`config.mk`:
```
export PLATFORM = sky130hd
export DESIGN_NAME = gpra_ctrl
export DESIGN_NICKNAME = d
export VERILOG_FILES = /design/src/gpra_pkg.sv /design/src/gpra_ctrl.sv
export SDC_FILE = /design/constraint.sdc
export NUM_CORES = 1
export LEC_CHECK = 0
export ABC_AREA = 1
export BUFFER_PORTS_ARGS = -buffer_cell sky130_fd_sc_hd__buf_2
export CORE_AREA = 2 2 39 41
export DETAILED_ROUTE_END_ITERATION = 10
export DIE_AREA = 0 0 41 43
export PLACE_DENSITY = 0.52
export SYNTH_ARGS = -nofsm -noshare
export SYNTH_HDL_FRONTEND = slang
export SYNTH_SLANG_ARGS = --single-unit
```
`constraint.sdc`:
```
create_clock -name clk -period 1.44 [get_ports clk]
set_input_delay 0.072 -clock clk [delete_from_list [all_inputs] [get_ports clk]]
set_output_delay 0.072 -clock clk [all_outputs]
set_load 0.01 [all_outputs]
```
`src/gpra_pkg.sv`:
```
// Package for the Gaussian PSF residual accumulator: widths, register indexes,
// controller state type, command struct and the exp table function.
// No dependencies.
`timescale 1ns / 1ps
package gpra_pkg;

    localparam int SAMPLE_W = 16;
    localparam int RESID_W  = 17;
    localparam int SUM_W    = 29;
    localparam int CFG_IDX_W = 3;
    localparam int CFG_W    = 29;

    localparam logic [RESID_W-1:0] RESID_MAX = {RESID_W{1'b1}};
    localparam logic [SUM_W-1:0]   SUM_MAX   = {SUM_W{1'b1}};

    // Register indexes on the configuration port.
    typedef enum logic [CFG_IDX_W-1:0] {
        REG_BACKGROUND = 3'd0,
        REG_AMPLITUDE  = 3'd1,
        REG_CENTER_X   = 3'd2,
        REG_CENTER_Y   = 3'd3,
        REG_COEF_XX    = 3'd4,
        REG_COEF_XY    = 3'd5,
        REG_COEF_YY    = 3'd6,
        REG_BEST       = 3'd7
    } reg_idx_t;

    // Controller states: idle, one per datapath step of a request, and output.
    typedef enum logic [3:0] {
        ST_IDLE,
        ST_DELTA,
        ST_SQUARE,
        ST_QMUL,
        ST_QSUM,
        ST_LOG2,
        ST_ROM,
        ST_AMP,
        ST_RESID,
        ST_ACCUM,
        ST_OUT
    } state_t;

    typedef struct packed {
        logic load;   // capture the incoming request
        logic delta;  // dx, dy
        logic square; // dx^2, dx*dy, dy^2
        logic qmul;   // coefficient products
        logic qsum;   // sum of products
        logic log2;   // scale by log2(e)
        logic rom;    // table lookup and shift
        logic amp;    // amplitude times exp
        logic resid;  // absolute residual
        logic accum;  // running sum and stop flag
        logic step;   // advance position after delivery
    } cmd_t;

    // Taylor series build of 65536*2^(-i/depth), evaluated at elaboration.
    function automatic logic [16:0] exp_rom(input int unsigned i, input int unsigned depth);
        logic [63:0] y;
        logic [63:0] term;
        longint acc;
        longint unsigned ys;
        y = (64'(i) * 64'd2977044472) / 64'(depth);
        term = 64'd1 << 32;
        acc = longint'(term);
        for (int n = 1; n <= 24; n++) begin
            ys = ((term * y) >> 32);
            term = ys / 64'(n);
            if ((n % 2) == 1)
                acc = acc - longint'(term);
            else
                acc = acc + longint'(term);
        end
        if (acc < 0)
            acc = 0;
        return 17'((64'(acc) + 64'd32768) >> 16);
    endfunction

endpackage

```
`src/gpra_ctrl.sv`:
```
// Controller of the residual accumulator: steps one request through the datapath.
// Depends on gpra_pkg.
`timescale 1ns / 1ps
module gpra_ctrl
(
    input  logic            clk,
    input  logic            rst_n,
    input  logic            in_fire,
    input  logic            out_taken,
    output logic            in_ready,
    output logic            out_valid,
    output gpra_pkg::cmd_t  cmd
);

    gpra_pkg::state_t state_reg, state_next;

    always_ff @(posedge clk or negedge rst_n)
    begin
        if (!rst_n)
            state_reg <= gpra_pkg::ST_IDLE;
        else
            state_reg <= state_next;
    end

    // Next state.
    always_comb
    begin
        state_next = state_reg;
        unique case (state_reg)
            gpra_pkg::ST_IDLE:   if (in_fire) state_next = gpra_pkg::ST_DELTA;
            gpra_pkg::ST_DELTA:  state_next = gpra_pkg::ST_SQUARE;
            gpra_pkg::ST_SQUARE: state_next = gpra_pkg::ST_QMUL;
            gpra_pkg::ST_QMUL:   state_next = gpra_pkg::ST_QSUM;
            gpra_pkg::ST_QSUM:   state_next = gpra_pkg::ST_LOG2;
            gpra_pkg::ST_LOG2:   state_next = gpra_pkg::ST_ROM;
            gpra_pkg::ST_ROM:    state_next = gpra_pkg::ST_AMP;
            gpra_pkg::ST_AMP:    state_next = gpra_pkg::ST_RESID;
            gpra_pkg::ST_RESID:  state_next = gpra_pkg::ST_ACCUM;
            gpra_pkg::ST_ACCUM:  state_next = gpra_pkg::ST_OUT;
            gpra_pkg::ST_OUT:    if (out_taken) state_next = gpra_pkg::ST_IDLE;
            default:             state_next = gpra_pkg::ST_IDLE;
        endcase
    end

    // Outputs.
    always_comb
    begin
        cmd        = '0;
        in_ready   = 1'b0;
        out_valid  = 1'b0;
        unique case (state_reg)
            gpra_pkg::ST_IDLE:
            begin
                in_ready = 1'b1;
                cmd.load = in_fire;
            end
            gpra_pkg::ST_DELTA:  cmd.delta  = 1'b1;
            gpra_pkg::ST_SQUARE: cmd.square = 1'b1;
            gpra_pkg::ST_QMUL:   cmd.qmul   = 1'b1;
            gpra_pkg::ST_QSUM:   cmd.qsum   = 1'b1;
            gpra_pkg::ST_LOG2:   cmd.log2   = 1'b1;
            gpra_pkg::ST_ROM:    cmd.rom    = 1'b1;
            gpra_pkg::ST_AMP:    cmd.amp    = 1'b1;
            gpra_pkg::ST_RESID:  cmd.resid  = 1'b1;
            gpra_pkg::ST_ACCUM:  cmd.accum  = 1'b1;
            gpra_pkg::ST_OUT:
            begin
                out_valid = 1'b1;
                cmd.step  = out_taken;
            end
            default: ;
        endcase
    end

endmodule

```
* After elaboration in Yosys (flattened, before gate mapping)
Index checks and enable logic that the tools add are counted.
** Operators by class
- Eq/ne operators :: 12
- Muxes and demuxes :: 16
- Reductions and logical operators :: 2
** Operators by type and width (number)
- 4-bit one-hot mux with 11 select lines :: 1
- 4-bit by 3-bit == test with 1-bit output (second input constant) :: 4
- 1-bit 2-to-1 mux :: 13
- 4-bit == test (second input constant) :: 3
- 4-bit by 2-bit == test with 1-bit output (second input constant) :: 2
- 4-bit 2-to-1 mux :: 2
- 4-bit by 1-bit == test with 1-bit output (second input constant) :: 1
- 4-bit zero test :: 1
- 2-bit != test (second input constant) :: 2
- 2-bit AND reduction :: 1
** Word-level totals
- Bits in registers :: 4
- Logic and storage cells :: 31
- Output and inout bits :: 13
- Input bits :: 4

* Depth between registers and ports, before layout
Gate-level depths: netlist (run 1).
- Depth in word-level cells :: 3
- Depth in mapped cells :: 5
- Mapped depth without buffers :: 5

* Worst setup path before layout (run 1)
Ideal clock, no wire load.
- Path type :: register to output
- Start point :: register state_reg[2]
- End point :: output port cmd[10] in the netlist's numbering
- Path buffers :: 0
- Data arrival time :: 854 ps
- Data required time :: 1368 ps
- Cell stages (with the launch flop) :: 4
- Setup slack :: 514 ps
- Cell sequence :: dfrtp_1 > nor2_1 > nand2_1 > nor2_1
** RTL lines
- from (decl) :: line gpra_ctrl.sv:15 : gpra_pkg::state_t state_reg, state_next;
- from (signal assigned) :: line gpra_ctrl.sv:20 : state_reg <= gpra_pkg::ST_IDLE;
- from (signal assigned) :: line gpra_ctrl.sv:22 : state_reg <= state_next;
- to (decl) :: line gpra_ctrl.sv:12 : output gpra_pkg::cmd_t cmd

==> results of run 1 <==
==> routing by layer <==
metal | track usage (%) | up-vias | routed length, um
met1 | 10.1 | 137 | 291
met2 | 13.1 | 11 | 329
met3 | 0 | 0 | 47
met4 | 12.0 | 0 | 0
li1 | - | 178 | -
met5 | 0 | - | 0
==> path summary, 6_finish.rpt <==
| path | startpoint | slack [ns] | end | depth (start not counted) |
|---|---|---|---|---|
| worst max-delay path | state_reg[2]$_DFFE_PN0P_ | 0.16 | cmd[10] | 4 |
| worst min-delay path | out_taken | 0.14 | state_reg[3]$_DFFE_PN0P_ | 4 |
| worst max register to register | state_reg[2]$_DFFE_PN0P_ | 0.47 | state_reg[0]$_DFFE_PN0P_ | 4 |
| worst min register to register | state_reg[0]$_DFFE_PN0P_ | 0.60 | state_reg[0]$_DFFE_PN0P_ | 3 |
| max in group asynchronous | rst_n | 1.15 | state_reg[2]$_DFFE_PN0P_ | 2 |
| min in group asynchronous | rst_n | 0.17 | state_reg[0]$_DFFE_PN0P_ | 2 |
==> cell usage after synthesis <==
cell and instances:
sky130_fd_sc_hd__a21oi_1 1, sky130_fd_sc_hd__dfrtp_1 4, sky130_fd_sc_hd__inv_1 13, sky130_fd_sc_hd__nand2_1 9, sky130_fd_sc_hd__nand2_2 1, sky130_fd_sc_hd__nand3_1 2, sky130_fd_sc_hd__nand3_2 1, sky130_fd_sc_hd__nor2_1 12
sky130_fd_sc_hd__nor2_2 2, sky130_fd_sc_hd__nor2_4 1, sky130_fd_sc_hd__o21ai_0 2
==> through the flow <==
stage,power [mW],instance area [um2],worst slack [ns],hold WS (ns)
floorplan,0.619,293,0.514,-0.224
global placement,0.798,393,0.419,-0.120
detailed placement,0.798,393,0.405,-0.121
CTS,0.945,425,0.146,0.138
global route,1.03,425,0.00431,0.170
finish,0.923,425,0.158,0.142
==> cell families after synthesis <==
group           after synthesis
simple gates                 28
compound gates                3
buf+inv                      13
flops                         4
==> final cells by class <==
type                    instances  area (um2)
fillers                       173         958
multi-input cells              31         144
flip-flops and latches          4         100
repair buffers                 17        90.1
inverters                      13        48.8
clock buffers                   3        22.5
well taps                      16        20.0
==> worst reg2reg max path: stages, from the launching register on <==
cell and delay (ns):
sky130_fd_sc_hd__dfrtp_1 0.42, sky130_fd_sc_hd__nor2_1 0.21, sky130_fd_sc_hd__nand3_1 0.12, sky130_fd_sc_hd__nand2_1 0.08, sky130_fd_sc_hd__nor2_1 0.04
==> cell usage in the layout, fill, tap and decap left out <==
cell type / netlist / routed
sky130_fd_sc_hd__nand3_1: 2 / 2
sky130_fd_sc_hd__inv_1: 13 / 13
sky130_fd_sc_hd__o21ai_0: 2 / 2
sky130_fd_sc_hd__nor2_4: 1 / 1
sky130_fd_sc_hd__dlygate4sd3_1: 0 / 1
sky130_fd_sc_hd__nand2_1: 9 / 9
sky130_fd_sc_hd__nor2_2: 2 / 2
sky130_fd_sc_hd__nand2_2: 1 / 1
sky130_fd_sc_hd__nand3_2: 1 / 1
sky130_fd_sc_hd__nor2_1: 12 / 12
sky130_fd_sc_hd__buf_2: 0 / 16
sky130_fd_sc_hd__a21oi_1: 1 / 1
sky130_fd_sc_hd__dfrtp_1: 4 / 4
sky130_fd_sc_hd__clkbuf_4: 0 / 3
==> where the power goes <==
group | leakage [nW] | internal (mW) | total (mW) | switching, mW
clock | 0.0138 | 0.0928 | 0.133 | 0.0402
sequential | 0.0494 | 0.173 | 0.234 | 0.0613
combinational | 0.225 | 0.196 | 0.555 | 0.360
==> timing repair <==
item,CTS,global route
hold endpoints to repair,4,0
setup endpoints to repair,0,0
hold buffers,1,0
gates resized for setup,0,0
==> results.rst, run 1 <==
.. list-table::
   :header-rows: 1

   * - Metric
     - Value
   * - Result of the run
     - finished, final reports clean
   * - Min-Delay Path Class
     - primary input to flop
   * - Fraction of the mapped netlist area in simple logic gates
     - between 40 and 50%
   * - Sort of element at the end of the critical path
     - output pin
   * - Hpwl dp
     - roughly 580 um
   * - Clock tree root driver cell
     - sky130_fd_sc_hd__clkbuf_4
   * - Largest net degree at the start of global routing
     - 6
   * - Final critical-path required period
     - about 1.3 ns
   * - Synth Instances
     - 48
   * - Sequential share of the synthesized area
     - approximately a third
   * - Total count of max-transition violations in the final report
     - 0
   * - Cell accounting for the most synthesized area
     - sky130_fd_sc_hd__dfrtp_1
   * - Final routed wirelength across all metal layers
     - approximately 670 um
   * - Post-CTS setup buffer count
     - 0
   * - P&R area growth vs syn
     - 45.3%
   * - Final clock period utilization by the worst path
     - 89.0%
   * - Share of synthesized area spent on multiplexers
     - 0%
   * - Overall die area
     - between 1500 and 2000 um2
   * - Largest register FFs
     - 4
   * - Fraction of post-synthesis cell area in the top cell type by area
     - 34.2%
   * - Slowest library cell on the worst path
     - sky130_fd_sc_hd__dfrtp_1
   * - Netlist area before placement
     - around 300 um2
   * - Maximum level of the CTS H-tree
     - 1
   * - Final setup violation count
     - 0
   * - Violation count after the first detailed-routing iteration
     - 7
   * - Number of placement rows
     - 14
   * - Total global routing overflow
     - 0
   * - RSZ-0062 raised after global routing
     - no
   * - Endpoint required time on the critical path
     - about 1.4 ns
   * - Worst Clk Skew
     - between 0.001 and 0.0015 ns
   * - Routability Congestion
     - ~0.7
   * - Class of the most critical setup path
     - flop to output pin
   * - Maximum clock frequency
     - ~800 MHz
   * - Initial standard-cell utilization of the core
     - about a fifth
   * - Maximum single-stage delay on the critical path
     - ~0.42 ns
   * - Pwr/cell area
     - 2170 nW/um2
   * - Most frequent CP cell
     - sky130_fd_sc_hd__nor2_1
   * - # nets final
     - between 70 and 80
   * - Cell types occupying the most area after synthesis
     - sky130_fd_sc_hd__dfrtp_1 (34%), sky130_fd_sc_hd__inv_1 (17%), sky130_fd_sc_hd__nor2_1 (15%)
   * - Max-cap violations
     - 0
   * - Worst Path Max Fanout
     - 4
   * - Diode insertion count for antenna repair
     - 0
   * - Synth warnings
     - 0
   * - Clock buffers created by TritonCTS
     - 3
   * - Reported leakage power
     - approximately 0.29 nW
   * - Number of antenna violations at the first check in global routing
     - 0
   * - Buffer levels on the longest clock path
     - 2
   * - Top-level port count
     - 17
   * - Finished Layout Cells
     - 84
   * - Synthesized flop and latch total
     - 4
   * - Fraction of layout instances using a drive strength above 1
     - approximately a third
   * - Relative max-transition margin
     - approximately 84%
   * - Wire length of the first global-routing pass
     - approximately 1000 um
   * - Number of I/O port buffers
     - 16
   * - Routed vias
     - 326
   * - Setup crit start kind
     - flop
   * - Remaining number of nets flagged by the antenna check after routing
     - 0
   * - Top Family by Delay on Critical Path
     - simple AND/OR/NAND/NOR gates
   * - Via count of the first global-routing pass
     - approximately 280
   * - Sum of negative setup slack
     - 0 ns
   * - Total global routing track utilization
     - under 10%
   * - Clock edge transition at the registers on the reported setup and hold paths
     - 0.03 ns
   * - Total buffers and inverters traversed by the critical path
     - 1
   * - Post-placement cell count
     - 80
   * - Number of iterations in the first detailed-routing pass
     - 2
   * - Max VDD drop
     - between 0.6 and 0.7 mV
   * - Average cell area after synthesis
     - ~6.1 um2
   * - Compound-cell area share of the yosys netlist
     - ~5.1%
   * - Largest family of logic cells by synthesized area
     - simple AND/OR/NAND/NOR gates
   * - Source-to-sink clock delay at the later pin of the worst-skew pair
     - approximately 0.23 ns
   * - Core region area
     - between 1000 and 1500 um2
   * - Number of different library cells in the post-synthesis netlist
     - 11
   * - Number of nets in the synthesized netlist
     - 52
   * - Adder-cell share of the synthesized area
     - 0%
   * - Number of clock sinks seen by CTS
     - 4
   * - CTS tree
     - done
   * - Ordered list of cells on the worst path
     - nor2_1 -> nand2_1 -> nor2_1 -> buf_2
   * - Critical path data arrival time
     - between 1 and 1.5 ns
   * - Endpoints failing hold
     - 0
   * - Die X-Extent
     - between 40 and 50 um
   * - Synth Area in XOR/XNOR
     - 0%
   * - Number of remaining DRC errors
     - 0
   * - Worst-Margin Slew
     - roughly 0.24 ns
   * - Post-DR wirelength/cell
     - roughly 7.9 um
   * - Core Util, Final
     - a little over 30%
   * - Vertical die dimension
     - 43 um
   * - Via density per instance
     - roughly 3.9
No activity file was read; power rests on OpenSTA's default activity.
==> run 2, diff against run 1 <==
--- a/config.mk
+++ b/config.mk
@@ -10,6 +10,7 @@
 export CORE_AREA = 2 2 39 41
 export DETAILED_ROUTE_END_ITERATION = 10
 export DIE_AREA = 0 0 41 43
+export GPL_ROUTABILITY_DRIVEN = 0
 export PLACE_DENSITY = 0.52
 export SYNTH_ARGS = -nofsm -noshare
 export SYNTH_HDL_FRONTEND = slang
==> constraint.sdc (replaced) <==
create_clock -name clk -period 1.44 [get_ports clk]
set_input_delay 0.072 -clock clk [delete_from_list [all_inputs] [get_ports clk]]
set_output_delay 0.072 -clock clk [all_outputs]
set_load 0.1 [all_outputs]
==> run 2 against run 1 <==
Critical path depth did not move. Setup slack got worse by 0.12 ns. Flip-flop and latch count unchanged. Final cell count is the same. Largest cell class is now buffers.
==> results.rst, run 2 (synthesis gave the netlist of run 1 again) <==
.. list-table::
   :header-rows: 1

   * - Metric
     - Value
   * - Critical R2R Launch
     - state_reg[3]$_DFFE_PN0P_
   * - Core region area
     - 1380 um2 (unchanged)
   * - Maximum clock frequency
     - 715 MHz (-8.3%)
   * - Number of iterations in the first detailed-routing pass
     - 3 (+1)
   * - Endpoints failing hold
     - 0 (unchanged)
   * - Largest net degree at the start of global routing
     - 6 (unchanged)
   * - Final Cell Area
     - 688 um2 (+62%)
   * - Final critical-path required period
     - 1.40 ns (+0.117 ns)
   * - Endpoint required time on the critical path
     - 1.37 ns (about the same)
   * - Number of remaining DRC errors
     - 0 (unchanged)
   * - FF-to-FF path depth
     - 5 (+1)
   * - Via density per instance
     - 3.98 (+2.5%)
   * - Worst Path Max Fanout
     - 5 (+1)
   * - Total global routing track utilization
     - 9.68% (+0.51 points)
   * - Result of the run
     - finished, final reports clean
   * - Largest register FFs
     - 4 (unchanged)
   * - Most frequent cells in the layout
     - sky130_fd_sc_hd__inv_1 (13), sky130_fd_sc_hd__buf_12 (13), sky130_fd_sc_hd__nor2_4 (9), sky130_fd_sc_hd__nand2_1 (9), sky130_fd_sc_hd__nor2_2 (5)
   * - Post-Place Cell Area
     - 646 um2 (+64%)
   * - Total global routing overflow
     - 0 (unchanged)
   * - CTS tree
     - done
   * - Relative max-transition margin
     - 83.5% (-0.41 points)
   * - Worst Clk Skew
     - 0.00146 ns (+0.000349 ns)
   * - Final setup violation count
     - 0 (unchanged)
   * - Sum of negative setup slack
     - 0 ns (unchanged)
   * - Clock tree root driver cell
     - sky130_fd_sc_hd__clkbuf_4
   * - Via count of the first global-routing pass
     - 325 (+16%)
   * - Number of placement rows
     - 14 (unchanged)
   * - Min-Delay Path Class
     - primary input to async pin
   * - Hpwl dp
     - 640 um (+9.9%)
   * - Routed vias
     - 334 (+2.5%)
   * - Number of clock sinks seen by CTS
     - 4 (unchanged)
   * - Core Util, Final
     - 49.7% (+19 points)
   * - Diode insertion count for antenna repair
     - 0 (unchanged)
   * - Final clock period utilization by the worst path
     - 97.1% (+8.1 points)
   * - Post-DR wirelength/cell
     - 8.48 um (+6.7%)
   * - Maximum level of the CTS H-tree
     - 1 (unchanged)
   * - Worst-Margin Slew
     - 0.247 ns (+0.00870 ns)
   * - Top-level port count
     - 17 (unchanged)
   * - Overall die area
     - 1760 um2 (unchanged)
   * - Final routed wirelength across all metal layers
     - 712 um (+6.7%)
   * - Buffer levels on the longest clock path
     - 2 (unchanged)
   * - Internal reg-to-reg setup slack
     - 0.33 ns (-0.14 ns)
   * - # nets final
     - 74 (unchanged)
   * - P&R area growth vs syn
     - 135%
   * - Reg-to-Reg End
     - state_reg[3]$_DFFE_PN0P_
   * - Die X-Extent
     - 41 um (unchanged)
   * - Clock buffers created by TritonCTS
     - 3 (unchanged)
   * - Remaining number of nets flagged by the antenna check after routing
     - 0 (unchanged)
   * - Max-cap violations
     - 0 (unchanged)
   * - Number of antenna violations at the first check in global routing
     - 0 (unchanged)
   * - Class of the most critical setup path
     - flop to output pin
   * - Clock edge transition at the registers on the reported setup and hold paths
     - 0.04 ns (about the same)
   * - Sort of element at the end of the critical path
     - output pin
   * - Critical path data arrival time
     - 1.33 ns (+0.12 ns)
   * - Vertical die dimension
     - 43 um (unchanged)
   * - Violation count after the first detailed-routing iteration
     - 1 (-6)
   * - Wire length of the first global-routing pass
     - 1150 um (+11%)
   * - Total count of max-transition violations in the final report
     - 0 (unchanged)
   * - Setup crit start kind
     - flop
   * - Fraction of layout instances using a drive strength above 1
     - 51.5% (+16 points)
   * - Source-to-sink clock delay at the later pin of the worst-skew pair
     - 0.23 ns (about the same)
   * - Initial standard-cell utilization of the core
     - 21.2% (unchanged)
   * - Number of I/O port buffers
     - 16 (unchanged)
-- run 2: timing repair --
item | in CTS | in global routing
endpoints found under the hold margin | 4 | 0
endpoints found under the setup margin | 0 | 7
resized for setup | 0 | 3
setup buffers | 0 | 0
hold buffers | 1 | 0
-- run 2: worst max path at each step --
stage,from,to,slack [ns],depth (start not counted)
final,state_reg[3]$_DFFE_PN0P_,cmd[3],0.04,4
after global placement,state_reg[2]$_DFFE_PN0P_,cmd[8],0.28,4
after floorplan,state_reg[2]$_DFFE_PN0P_,cmd[8],-0.14,3
after detailed placement,state_reg[2]$_DFFE_PN0P_,cmd[10],0.26,4
after global routing,state_reg[1]$_DFFE_PN0P_,cmd[8],-0.003,5
after CTS,state_reg[2]$_DFFE_PN0P_,cmd[10],0.002,4
-- run 2: routing by layer --
metal | GRT usage, % | vias to the layer above | share of wire [%]
met3 | 1.57 | 0 | 3.7
met1 | 10.1 | 147 | 36
li1 | - | 179 | -
met5 | 0 | - | 0
met2 | 15.6 | 8 | 60
met4 | 8.00 | 0 | 0
-- run 2: worst max-delay path: stages (launching register included) --
cell and delay [ns]:
sky130_fd_sc_hd__dfrtp_1 0.42, sky130_fd_sc_hd__inv_1 0.15, sky130_fd_sc_hd__nand2_2 0.17, sky130_fd_sc_hd__nor2_4 0.17, sky130_fd_sc_hd__buf_12 0.19
-- run 2: final cells by class --
class	instances	area, um2
clock buffer	3	22.5
multi-input combinational	31	211
timing repair buffer	17	285
inverter	13	48.8
fill	135	696
sequential	4	100
tap	16	20.0
-- run 2: through the flow --
step	setup WS [ns]	hold WS, ns	std cells
after CTS	0.00207	0.169	84
after global routing	-0.00262	0.193	84
final	0.0411	0.171	84
after detailed placement	0.256	-0.121	80
after global placement	0.284	-0.121	80
after floorplan	-0.139	-0.224	48
Power of run 2 is not shown: default switching activity piles up to over one toggle a cycle in this logic, so the estimate is an artifact.
